==> config.mk <==
export PLATFORM = sky130hd
export DESIGN_NAME = process_table_priority_select_core
export DESIGN_NICKNAME = d
export VERILOG_FILES = /design/src/design/ptps_pkg.sv /design/src/design/ptps_ram.sv /design/src/design/ptps_datapath.sv /design/src/design/ptps_ctrl.sv /design/src/design/process_table_priority_select_core.sv
export SDC_FILE = /design/constraint.sdc
export NUM_CORES = 1
export LEC_CHECK = 0
export ABC_AREA = 0
export BUFFER_PORTS_ARGS = -buffer_cell sky130_fd_sc_hd__buf_2
export CAP_MARGIN = 10
export CORE_MARGIN = 5
export CORE_UTILIZATION = 61
export DETAILED_ROUTE_END_ITERATION = 7
export HOLD_SLACK_MARGIN = 0.03
export PLACE_DENSITY_LB_ADDON = 0.08
export RECOVER_POWER = 25
export SYNTH_ARGS = -nofsm -noshare
export SYNTH_HDL_FRONTEND = slang
export SYNTH_HIERARCHICAL = 1
export SYNTH_SLANG_ARGS = --single-unit
==> constraint.sdc <==
create_clock -name clk_i -period 13.3 [get_ports clk_i]
set_input_delay 0.665 -clock clk_i [delete_from_list [all_inputs] [get_ports clk_i]]
set_output_delay 0.665 -clock clk_i [all_outputs]
set_load 0.02 [all_outputs]
==> src/design/ptps_pkg.sv <==
// ----------------------------------------------------------------------------
// ptps_pkg
// Shared types and codes for the process table priority select block.
// ----------------------------------------------------------------------------
package ptps_pkg;

  localparam int unsigned DefaultMaxEntries = 16;

  // command codes
  localparam logic [1:0] CMD_INSERT = 2'd0;
  localparam logic [1:0] CMD_FIND   = 2'd1;
  localparam logic [1:0] CMD_REMOVE = 2'd2;
  localparam logic [1:0] CMD_PURGE  = 2'd3;

  // process state codes
  localparam logic [1:0] PST_READY      = 2'd0;
  localparam logic [1:0] PST_TERMINATED = 2'd3;

  // error codes
  localparam logic [1:0] ERR_OK       = 2'd0;
  localparam logic [1:0] ERR_EMPTY    = 2'd1;
  localparam logic [1:0] ERR_POSITION = 2'd2;
  localparam logic [1:0] ERR_FULL     = 2'd3;

  typedef struct packed {
    logic [1:0]  cmd;
    logic [15:0] proc_id;
    logic [1:0]  proc_state;
    logic [7:0]  proc_priority;
    logic [7:0]  position;
  } in_item_t;

  typedef struct packed {
    logic [1:0]  error_code;
    logic        found;
    logic [15:0] found_id;
    logic [7:0]  found_priority;
    logic [4:0]  entry_count;
  } out_item_t;

  // one table entry as held in the ram
  typedef struct packed {
    logic [15:0] pid;
    logic [1:0]  pst;
    logic [7:0]  prio;
  } entry_t;

  // controller to datapath
  typedef struct packed {
    logic start;
    logic step;
    logic finish;
  } dp_ctl_t;

  // datapath to controller
  typedef struct packed {
    logic scan_done;
  } dp_sts_t;

endpackage

==> src/design/ptps_ram.sv <==
// ----------------------------------------------------------------------------
// ptps_ram
// Generic single write port, single read port ram with registered read data.
// ----------------------------------------------------------------------------
module ptps_ram #(
  parameter int unsigned Width = 8,
  parameter int unsigned Depth = 16
) (
  input  logic                     clk_i,
  input  logic                     we_i,
  input  logic [$clog2(Depth)-1:0] waddr_i,
  input  logic [Width-1:0]         wdata_i,
  input  logic [$clog2(Depth)-1:0] raddr_i,
  output logic [Width-1:0]         rdata_o
);

  logic [Width-1:0] mem [Depth];
  logic [Width-1:0] rdata_q;

  always_ff @(posedge clk_i) begin
    if (we_i) begin
      mem[waddr_i] <= wdata_i;
    end
    rdata_q <= mem[raddr_i];
  end

  assign rdata_o = rdata_q;

endmodule

==> src/design/ptps_datapath.sv <==
// ----------------------------------------------------------------------------
// ptps_datapath
// Entry table, scan counters, best-entry tracking and result register.
// ----------------------------------------------------------------------------
module ptps_datapath import ptps_pkg::*; #(
  parameter int unsigned MaxEntries = DefaultMaxEntries
) (
  input  logic      clk_i,
  input  logic      rst_ni,
  input  in_item_t  in_item_i,
  input  dp_ctl_t   ctl_i,
  output dp_sts_t   sts_o,
  output out_item_t out_item_o
);

  localparam int unsigned IW   = $clog2(MaxEntries);
  localparam int unsigned CW   = $clog2(MaxEntries + 1);
  localparam int unsigned CMPW = (CW > 8) ? CW : 8;
  localparam int unsigned EW   = $bits(entry_t);

  logic [CW-1:0] occ_q, occ_d;
  logic [CW-1:0] rd_q, rd_d;
  logic [CW-1:0] wr_q, wr_d;
  logic [CW-1:0] lim_q, lim_d;
  logic [CW-1:0] pidx_q, pidx_d;
  logic          pend_q, pend_d;
  logic          have_q, have_d;
  logic [15:0]   best_id_q, best_id_d;
  logic [7:0]    best_pr_q, best_pr_d;
  logic [1:0]    cmd_q, err_q, err_d;
  logic [7:0]    pos_q;
  entry_t        ins_q;
  out_item_t     out_q, out_d;

  logic          ram_we;
  logic [IW-1:0] ram_waddr;
  entry_t        ram_wdata;
  entry_t        rd_entry;
  logic [EW-1:0] ram_rdata;
  logic          skip;
  logic          issue;
  logic [CW-1:0] occ_next;

  ptps_ram #(
    .Width (EW),
    .Depth (MaxEntries)
  ) u_ram (
    .clk_i   (clk_i),
    .we_i    (ram_we),
    .waddr_i (ram_waddr),
    .wdata_i (ram_wdata),
    .raddr_i (rd_q[IW-1:0]),
    .rdata_o (ram_rdata)
  );

  assign rd_entry = entry_t'(ram_rdata);
  assign issue    = ctl_i.step && (rd_q < lim_q);

  // entry dropped by the compaction pass
  assign skip = ((cmd_q == CMD_REMOVE) && (CMPW'(pidx_q) == CMPW'(pos_q))) ||
                ((cmd_q == CMD_PURGE) && (rd_entry.pst == PST_TERMINATED));

  always_comb begin
    ram_we    = 1'b0;
    ram_waddr = wr_q[IW-1:0];
    ram_wdata = rd_entry;
    if (ctl_i.step && pend_q && !skip &&
        ((cmd_q == CMD_REMOVE) || (cmd_q == CMD_PURGE))) begin
      ram_we = 1'b1;
    end else if (ctl_i.finish && (cmd_q == CMD_INSERT) && (err_q == ERR_OK)) begin
      ram_we    = 1'b1;
      ram_waddr = occ_q[IW-1:0];
      ram_wdata = ins_q;
    end
  end

  always_comb begin
    occ_next = occ_q;
    case (cmd_q)
      CMD_INSERT: if (err_q == ERR_OK) occ_next = occ_q + CW'(1);
      CMD_REMOVE: if (err_q == ERR_OK) occ_next = occ_q - CW'(1);
      CMD_PURGE:  occ_next = wr_q;
      default:    occ_next = occ_q;
    endcase
  end

  always_comb begin
    rd_d      = rd_q;
    wr_d      = wr_q;
    lim_d     = lim_q;
    pidx_d    = pidx_q;
    pend_d    = pend_q;
    have_d    = have_q;
    best_id_d = best_id_q;
    best_pr_d = best_pr_q;
    err_d     = err_q;
    occ_d     = occ_q;
    out_d     = out_q;

    if (ctl_i.start) begin
      have_d = 1'b0;
      pend_d = 1'b0;
      rd_d   = '0;
      wr_d   = '0;
      lim_d  = '0;
      err_d  = ERR_OK;
      case (in_item_i.cmd)
        CMD_INSERT: begin
          if (occ_q == CW'(MaxEntries)) err_d = ERR_FULL;
        end
        CMD_FIND: lim_d = occ_q;
        CMD_REMOVE: begin
          if (occ_q == '0) begin
            err_d = ERR_EMPTY;
          end else if (CMPW'(in_item_i.position) >= CMPW'(occ_q)) begin
            err_d = ERR_POSITION;
          end else begin
            lim_d = occ_q;
            rd_d  = CW'(in_item_i.position);
            wr_d  = CW'(in_item_i.position);
          end
        end
        default: lim_d = occ_q;
      endcase
    end

    if (ctl_i.step) begin
      pend_d = issue;
      if (issue) begin
        pidx_d = rd_q;
        rd_d   = rd_q + CW'(1);
      end
      if (pend_q) begin
        if ((cmd_q == CMD_FIND) && (rd_entry.pst == PST_READY) &&
            (!have_q || (rd_entry.prio > best_pr_q))) begin
          have_d    = 1'b1;
          best_id_d = rd_entry.pid;
          best_pr_d = rd_entry.prio;
        end
        if (ram_we) wr_d = wr_q + CW'(1);
      end
    end

    if (ctl_i.finish) begin
      occ_d                = occ_next;
      out_d.error_code     = (cmd_q == CMD_FIND) ? (have_q ? ERR_OK : ERR_EMPTY) : err_q;
      out_d.found          = have_q;
      out_d.found_id       = have_q ? best_id_q : 16'd0;
      out_d.found_priority = have_q ? best_pr_q : 8'd0;
      out_d.entry_count    = 5'(occ_next);
    end
  end

  always_ff @(posedge clk_i or negedge rst_ni) begin
    if (!rst_ni) begin
      occ_q  <= '0;
      rd_q   <= '0;
      wr_q   <= '0;
      lim_q  <= '0;
      pend_q <= 1'b0;
      have_q <= 1'b0;
      cmd_q  <= CMD_INSERT;
      err_q  <= ERR_OK;
    end else begin
      occ_q  <= occ_d;
      rd_q   <= rd_d;
      wr_q   <= wr_d;
      lim_q  <= lim_d;
      pend_q <= pend_d;
      have_q <= have_d;
      err_q  <= err_d;
      if (ctl_i.start) cmd_q <= in_item_i.cmd;
    end
  end

  always_ff @(posedge clk_i) begin
    pidx_q    <= pidx_d;
    best_id_q <= best_id_d;
    best_pr_q <= best_pr_d;
    out_q     <= out_d;
    if (ctl_i.start) begin
      pos_q     <= in_item_i.position;
      ins_q.pid  <= in_item_i.proc_id;
      ins_q.pst  <= in_item_i.proc_state;
      ins_q.prio <= in_item_i.proc_priority;
    end
  end

  assign sts_o.scan_done = !(rd_q < lim_q) && !pend_q;
  assign out_item_o      = out_q;

`ifndef NO_ASSERTIONS
  // table never grows past its capacity
  a_occ_bound: assert property (@(posedge clk_i) disable iff (!rst_ni)
    occ_q <= CW'(MaxEntries))
    else $error("occupancy above capacity");

  // compaction write pointer never overtakes the entry being examined
  a_wr_behind: assert property (@(posedge clk_i) disable iff (!rst_ni)
    (ctl_i.step && pend_q) |-> (wr_q <= pidx_q))
    else $error("write pointer ahead of read");

  // scan read pointer stops at its limit
  a_rd_bound: assert property (@(posedge clk_i) disable iff (!rst_ni)
    rd_q <= lim_q)
    else $error("read pointer past scan limit");
`endif

endmodule

==> src/design/ptps_ctrl.sv <==
// ----------------------------------------------------------------------------
// ptps_ctrl
// Command sequencer: accept, scan the table, hand the result word over.
// ----------------------------------------------------------------------------
module ptps_ctrl import ptps_pkg::*; (
  input  logic    clk_i,
  input  logic    rst_ni,
  input  logic    in_valid_i,
  output logic    in_ready_o,
  output logic    out_valid_o,
  input  logic    out_ready_i,
  input  dp_sts_t sts_i,
  output dp_ctl_t ctl_o
);

  localparam logic [1:0] StIdle   = 2'd0;
  localparam logic [1:0] StScan   = 2'd1;
  localparam logic [1:0] StFinish = 2'd2;

  logic [1:0] state_q, state_d;
  logic       out_valid_q, out_valid_d;
  logic       out_free;

  assign in_ready_o = (state_q == StIdle);
  assign out_free   = !out_valid_q || out_ready_i;

  always_comb begin
    state_d      = state_q;
    ctl_o.start  = 1'b0;
    ctl_o.step   = 1'b0;
    ctl_o.finish = 1'b0;
    case (state_q)
      StIdle: begin
        if (in_valid_i) begin
          ctl_o.start = 1'b1;
          state_d     = StScan;
        end
      end
      StScan: begin
        ctl_o.step = 1'b1;
        if (sts_i.scan_done) state_d = StFinish;
      end
      StFinish: begin
        // wait for the output register to free up
        if (out_free) begin
          ctl_o.finish = 1'b1;
          state_d      = StIdle;
        end
      end
      default: state_d = StIdle;
    endcase
  end

  always_comb begin
    out_valid_d = out_valid_q;
    if (ctl_o.finish) begin
      out_valid_d = 1'b1;
    end else if (out_ready_i) begin
      out_valid_d = 1'b0;
    end
  end

  always_ff @(posedge clk_i or negedge rst_ni) begin
    if (!rst_ni) begin
      state_q     <= StIdle;
      out_valid_q <= 1'b0;
    end else begin
      state_q     <= state_d;
      out_valid_q <= out_valid_d;
    end
  end

  assign out_valid_o = out_valid_q;

`ifndef NO_ASSERTIONS
  // a new result word never overwrites one that is still waiting
  a_no_overwrite: assert property (@(posedge clk_i) disable iff (!rst_ni)
    ctl_o.finish |-> (!out_valid_q || out_ready_i))
    else $error("result overwritten");

  // an accepted word always starts a scan
  a_start_scan: assert property (@(posedge clk_i) disable iff (!rst_ni)
    ctl_o.start |=> (state_q == StScan))
    else $error("accept without scan");

  // a finished command stays parked while the output is stalled
  a_finish_hold: assert property (@(posedge clk_i) disable iff (!rst_ni)
    ((state_q == StFinish) && out_valid_q && !out_ready_i) |=> (state_q == StFinish))
    else $error("finish left under stall");
`endif

endmodule

==> src/design/process_table_priority_select_core.sv <==
// ----------------------------------------------------------------------------
// process_table_priority_select_core
// Sequence: accept, then a scan state reading one ram entry per cycle (find and
// purge: whole table; remove: from its position on; insert, rejected: none), then
// a finish state that waits for a free output register and stages the result word.
// Throughput: one command at a time, next accept the cycle after the word is staged.
// Reset: asynchronous, clears the occupancy and control; table contents not cleared.
// ----------------------------------------------------------------------------
module process_table_priority_select_core import ptps_pkg::*; #(
  parameter int unsigned MaxEntries = DefaultMaxEntries
) (
  input  logic      clk_i,
  input  logic      rst_ni,
  input  logic      in_valid_i,
  output logic      in_ready_o,
  input  in_item_t  in_item_i,
  output logic      out_valid_o,
  input  logic      out_ready_i,
  output out_item_t out_item_o
);

  dp_ctl_t ctl;
  dp_sts_t sts;

  ptps_ctrl u_ctrl (
    .clk_i       (clk_i),
    .rst_ni      (rst_ni),
    .in_valid_i  (in_valid_i),
    .in_ready_o  (in_ready_o),
    .out_valid_o (out_valid_o),
    .out_ready_i (out_ready_i),
    .sts_i       (sts),
    .ctl_o       (ctl)
  );

  ptps_datapath #(
    .MaxEntries (MaxEntries)
  ) u_datapath (
    .clk_i      (clk_i),
    .rst_ni     (rst_ni),
    .in_item_i  (in_item_i),
    .ctl_i      (ctl),
    .sts_o      (sts),
    .out_item_o (out_item_o)
  );

endmodule
* Yosys cells after proc, flatten, opt, wreduce, memory -nomap -nowiden *
Memory sizes are Yosys's and may differ from the RTL's. A register that Yosys moved wholly into a read port is not among the register bits.
Index checks and enable logic that the tools add are counted.

word-level totals
  flip-flop bits (word level) = 124
  memory bits (writable) = 416
  input port bits = 40
  memories kept = 1

memory list
  name                  words  bits a word  rd ports  clocked after memory_dff  write ports  RTL line        RTL
  u_datapath.u_ram.mem  16     26           1         1                         1            ptps_ram.sv:17  logic [Width-1:0] mem [Depth];

cells by class
  mux-type cells = 47
  add/subtract/negate cells = 4
  equal/unequal tests = 12
  reduce and logical (&&, ||, !) cells = 31
  magnitude comparators = 3

operators with widths
  cell                                                                   number
  5-bit 2-to-1 mux                                                       14
  26-bit 2-to-1 mux                                                      2
  1-bit 2-to-1 mux                                                       18
  5-bit by 1-bit adder with 5-bit output, second input constant          3
  5-bit case mux with 3 select lines                                     1
  2-bit 2-to-1 mux                                                       7
  1-bit logical AND                                                      11
  2-bit equality test, second input constant                             5
  2-bit logical NOT                                                      5
  5-bit case mux with 2 select lines                                     1
  5-bit by 8-bit equality test with 1-bit output                         1
  8-bit by 5-bit greater-or-equal comparator with 1-bit output           1
  8-bit greater-than comparator                                          1
  4-bit 2-to-1 mux                                                       2
  2-bit case mux with 3 select lines                                     1
  3-bit AND reduction                                                    2
  5-bit equality test, second input constant                             1
  1-bit logical NOT                                                      5
  5-bit logical NOT                                                      1
  5-bit less-than comparator                                             1
  5-bit by 1-bit subtractor with 5-bit output, second input constant     1
  2-bit by 1-bit equality test with 1-bit output, second input constant  2
  1-bit logical OR                                                       4
  2-bit != test, second input constant                                   2
  other kinds (4)                                                        5

* Depth between registers and ports, before layout *
  depth after elaboration = 11
  gate-level depth with buffers = 10
  depth with buffers taken out = 9

* Hierarchy *
Netlist, hierarchy kept.

by module, submodules not included
  module         cells each  instances  area each (um2)
  ptps_ram       686         1          16377.0
  ptps_datapath  446         1          5798.1
  ptps_ctrl      15          1          166.4

* Worst setup path after synthesis *
No wires, ideal clock.

  path kind = in2reg
  start point = input out_ready_i
  end point = memory u_datapath/u_ram/mem[0][0] (netlist bit), enable pin
  stages on the path = 10
  path slack = 8333 ps
  path buffers = 3
  arrival = 4526 ps
  library setup time = 442 ps
  required time = 12858 ps
  cells stage by stage = nand2b_1 > nor2b_1 > buf_4 > clkbuf_1 > nand3_2 > clkbuf_1 > nand2_1 > o21ai_0 > or3b_2 > nor3_1

RTL lines
  what                RTL line                                  RTL
  start: declaration  process_table_priority_select_core.sv:18  input logic out_ready_i,
  end: declaration    ptps_ram.sv:17

==> results.md <==
| Result | This run | Unit |
|---|---|---|
| Level count of the clock H-tree | 2 | - |
| Number of DRC markers in iteration 0 | 958 | - |
| Peak supply drop | 0.1305 | mV |
| Mean instance size in the synthesized netlist | 19.48 | um2 |
| Met2 GRT Util | 0.3729 | - |
| Setup crit end kind | flop | - |
| Startpoint of the tightest hold check path | in_item_i[18] | - |
| Delay of the slowest cell on the worst path | 2.03 | ns |
| Final Util | 0.6887 | - |
| GRT met3 Usage | 0.04658 | - |
| Final worst slack | 6.272 | ns |
| Initial antenna violation count | 0 | - |
| Clock Tree Root | clkbuf_16 | - |
| CTS Sinks | 566 | - |
| Max Freq | 142.3 | MHz |
| Count of boundary I/O pins | 74 | - |
| Average wire length per cell after detail routing | 26.29 | um |
| Power density over the cells | 218.4 | mW/mm2 |
| Post-synthesis instance area | 0.02234 | mm2 |
| Share of total power consumed by net switching | 0.2919 | - |
| Horizontal extent of the die | 201.4 | um |
| Dominant delay contributor by cell family on the critical path | buffers and inverters | - |
| Post-synthesis cell type count | 72 | - |
| Final wirelength | 46190 | um |
| Combinational share of power | 0.243 | - |
| Reg2Reg Launch Point | u_ctrl/state_q[0]$_DFFE_PN0P_ | - |
| Post-DR vias/cell | 6.295 | - |
| Area growth syn-to-layout | 12.05 | % |
| Global-route met1 utilization | 0.3354 | - |
| Startpoint Class | flop | - |
| Cell type with the highest occurrence count on the critical path | clkbuf_1 | - |
| Routed vias | 11061 | - |
| Top fanout value on the critical path | 43 | - |
| Number of enable-type register cells in the synthesized netlist | 511 | - |
| Final worst path period need | 7.028 | ns |
| Post-route ant nets | 0 | - |
| Initial standard-cell utilization of the core | 0.6147 | - |
| Num CTS Buffers | 56 | - |
| Number of I/O port buffers | 73 | - |
| Number of synthesized register bits | 566 | - |
| Number of hold-slack violations in the final timing report | 0 | - |
| DPL Wire Length | 26390 | um |
| Max-slew violation count | 259 | - |
| Floorplan Core Area | 0.03635 | mm2 |
| Top post-synthesis cells by area | edfxtp_1 (69%), mux4_2 (6.9%), mux4_1 (4.2%), dfrtp_1 (3.2%), dfxtp_1 (2.3%) | - |
| Post-Place Worst Slack | 8.571 | ns |
| Post-synthesis net count | 1208 | - |
| Internal power summed over all cells | 0.003872 | W |
| Yosys Warn Count | 6 | - |
| Final setup violation count | 0 | - |
| Residual DRC count | 0 | - |
| CTS resizes | 0 | - |
| Fin crit share | 0.5284 | - |
| Type of the worst setup path | reg -> reg | - |
| Part of the total power dissipated in the clock network | 0.298 | - |
| Clock Tree Buf Depth | 3 | - |
| Status | finished, violations left | - |
| Vias in the first global route | 11335 | - |
| Weighted congestion reported at the end of routability-driven placement | 0.7863 | - |
| Data arrival time of the worst path | 7.23 | ns |
| HP Class | in -> reg | - |
| Die span in y | 201.4 | um |
| Setup repair after global routing missed its margin | no | - |
| Insertion delay of the later-clocked pin in the worst-skew pair | 0.59 | ns |
| Flip-flop cell with the highest count after synthesis | edfxtp_1 | - |
| Sequential element share of the synthesized area | 0.7426 | - |
| Layout fillers | 2295 | - |
| Most frequent cell after synthesis | edfxtp_1 | - |
| Full die area | 0.04055 | mm2 |
| Max stage delay cell, worst path | clkbuf_1 | - |
| Synthesized netlist cell count | 1147 | - |
| Most congested layer reported by global routing | met2 | - |
| Violations in the final reports | capacitance limit, slew limit | - |
| Total net switching power | 0.001596 | W |
| Worst-margin pin slew | 3.799 | ns |
| Slew headroom | -1.533 | - |
| Asr flop ratio synth | 0.05124 | - |
| Data required time of the critical path | 13.51 | ns |
| Share of the synthesized area in the top cell type | 0.6868 | - |
| Commonest cells in the netlist | edfxtp_1 (511), mux4_2 (68), nand2_1 (59) | - |
| Reported max-cap violation count | 6 | - |
| Cell taking the most area after synthesis | edfxtp_1 | - |
| Leakage power total | 8.401 | nW |
| Number of buffer and inverter instances along the worst setup path | 2 | - |
| Count of hold buffers inserted by post-cts repair | 0 | - |
| Net count, final | 1302 | - |
| Post-route clock skew | 0.01231 | ns |
| Startpoint of the most critical setup path | u_ctrl/state_q[0]$_DFFE_PN0P_ | - |
| First-pass GRT wire length | 70700 | um |
| Ratio of cells with drive above 1 in the final layout | 0.2042 | - |
| GRT Total Usage | 0.2320 | - |
| Drt first pass iters | 5 | - |
| CP Cell Sequence | nand2b_1 -> nor2b_4 -> clkbuf_1 -> nand3_2 -> clkbuf_1 -> o21ai_0 -> nand2_1 -> nor2_4 | - |
| Final total negative setup slack | 0 | ns |
| Setup Buffers After CTS | 0 | - |
| Register share of total power | 0.459 | - |
| Final global-route overflow total | 0 | - |
| Maximum number of pins on one net before global-route repair | 62 | - |
| Post-layout total power | 0.005468 | W |
| Standard-cell row count | 70 | - |
| Clock-pin slew on the worst setup and hold paths | 0.06 | ns |
| Clock tree from TritonCTS | done | - |
## cells in the final DEF (no fill, tap or decap), drive strengths merged, types with 4 or more instances in the layout
| cell | count |
|---|---|
| bufinv | 9 |
| nand4 | 4 |
| nand3 | 11 |
| buf | 44 |
| nor2b | 11 |
| mux2 | 32 |
| a21o | 5 |
| o21a | 4 |
| nor3b | 4 |
| nor3 | 7 |
| o22ai | 6 |
| dfxtp | 26 |
| dfrtp | 29 |
| clkinv | 22 |
| nand2b | 11 |
| nor2 | 31 |
| mux4 | 104 |
| inv | 31 |
| a22oi | 55 |
| ha | 21 |
| o31ai | 6 |
| edfxtp | 511 |
| nand2 | 59 |
| xnor2 | 7 |
| and2 | 30 |
| clkbuf | 117 |
| o21ai | 16 |
| a21oi | 19 |
## flip-flops by register name, indices dropped and copies added (netlist names), 5 cells and up
name and cells:
u_datapath/u_ram/mem 416, u_datapath/out_item_o 32, u_datapath/ins_q 26, u_datapath/u_ram/rdata_o 26, u_datapath/best_id_q 16, u_datapath/best_pr_q 8, u_datapath/pos_q 8, u_datapath/lim_q 5
u_datapath/occ_q 5, u_datapath/pidx_q 5, u_datapath/rd_q 5, u_datapath/wr_q 5
## routing by layer
layer | routed length (um) | up-vias
met3 | 2933 | 56
met1 | 19930 | 5762
met2 | 22520 | 372
met4 | 799 | 0
li1 | - | 4871
met5 | 0 | -
## layout make-up
class | instances | area, um2 | area share
tap | 468 | 585.6 | 0.02339
timing repair buffer | 90 | 422.9 | 0.01689
multi-input combinational | 498 | 5391 | 0.2154
antenna | 1 | 2.502 | 0.00009996
clock buffer | 71 | 1519 | 0.06068
sequential | 566 | 16590 | 0.6628
clock inverter | 34 | 411.6 | 0.01644
inverter | 29 | 108.9 | 0.004348
## path summary, 6_finish.rpt
| check | endpoint | slack [ns] | cells after the start |
|---|---|---|---|
| setup / recovery | u_datapath/u_ram/mem[11][11]$_DFFE_PP_ | 6.27 | 8 |
| hold / removal | u_datapath/ins_q[10]$_DFFE_PP_ | 0.24 | 1 |
| setup reg to reg | u_datapath/u_ram/mem[11][11]$_DFFE_PP_ | 6.27 | 8 |
| hold reg to reg | u_datapath/best_id_q[4]$_DFFE_PP_ | 0.43 | 0 |
| max in group asynchronous | u_datapath/lim_q[4]$_DFFE_PN0P_ | 11.74 | 1 |
| min in group asynchronous | u_ctrl/out_valid_o$_DFFE_PN0P_ | 0.53 | 1 |
## per-stage QoR
step                      hold slack, ns  cell area, um2  cells
final                             0.2445           25030   1757
after global routing              0.2238           25030   1756
after CTS                         0.1344           25130   1756
after detailed placement          0.4115           23190   1651
after global placement            0.4088           23190   1651
after floorplan                   0.3694           22340   1147
## power groups by stage
stage               combinational (W)  clock (W)  sequential [W]
floorplan                     0.00105          0         0.00245
global placement              0.00130          0         0.00254
finish                        0.00133    0.00163         0.00251
CTS                           0.00133    0.00167         0.00251
global route                  0.00146    0.00174         0.00253
detailed placement            0.00133          0         0.00254
## cell families (layout without fill, tap and decap cells)
logic type	Yosys count	in the layout	synth area share
other	0	1	0
XOR/XNOR	7	7	0.002744
flip-flops	566	566	0.7426
adder cells (fa/ha/maj)	21	21	0.01176
AND/OR/NAND/NOR	189	189	0.04693
multiplexers	139	139	0.1284
buffers and inverters	83	224	0.02094
AO/OA/AOI/OAI	142	142	0.04665
Note: power is estimated with default switching activity, not from simulation.
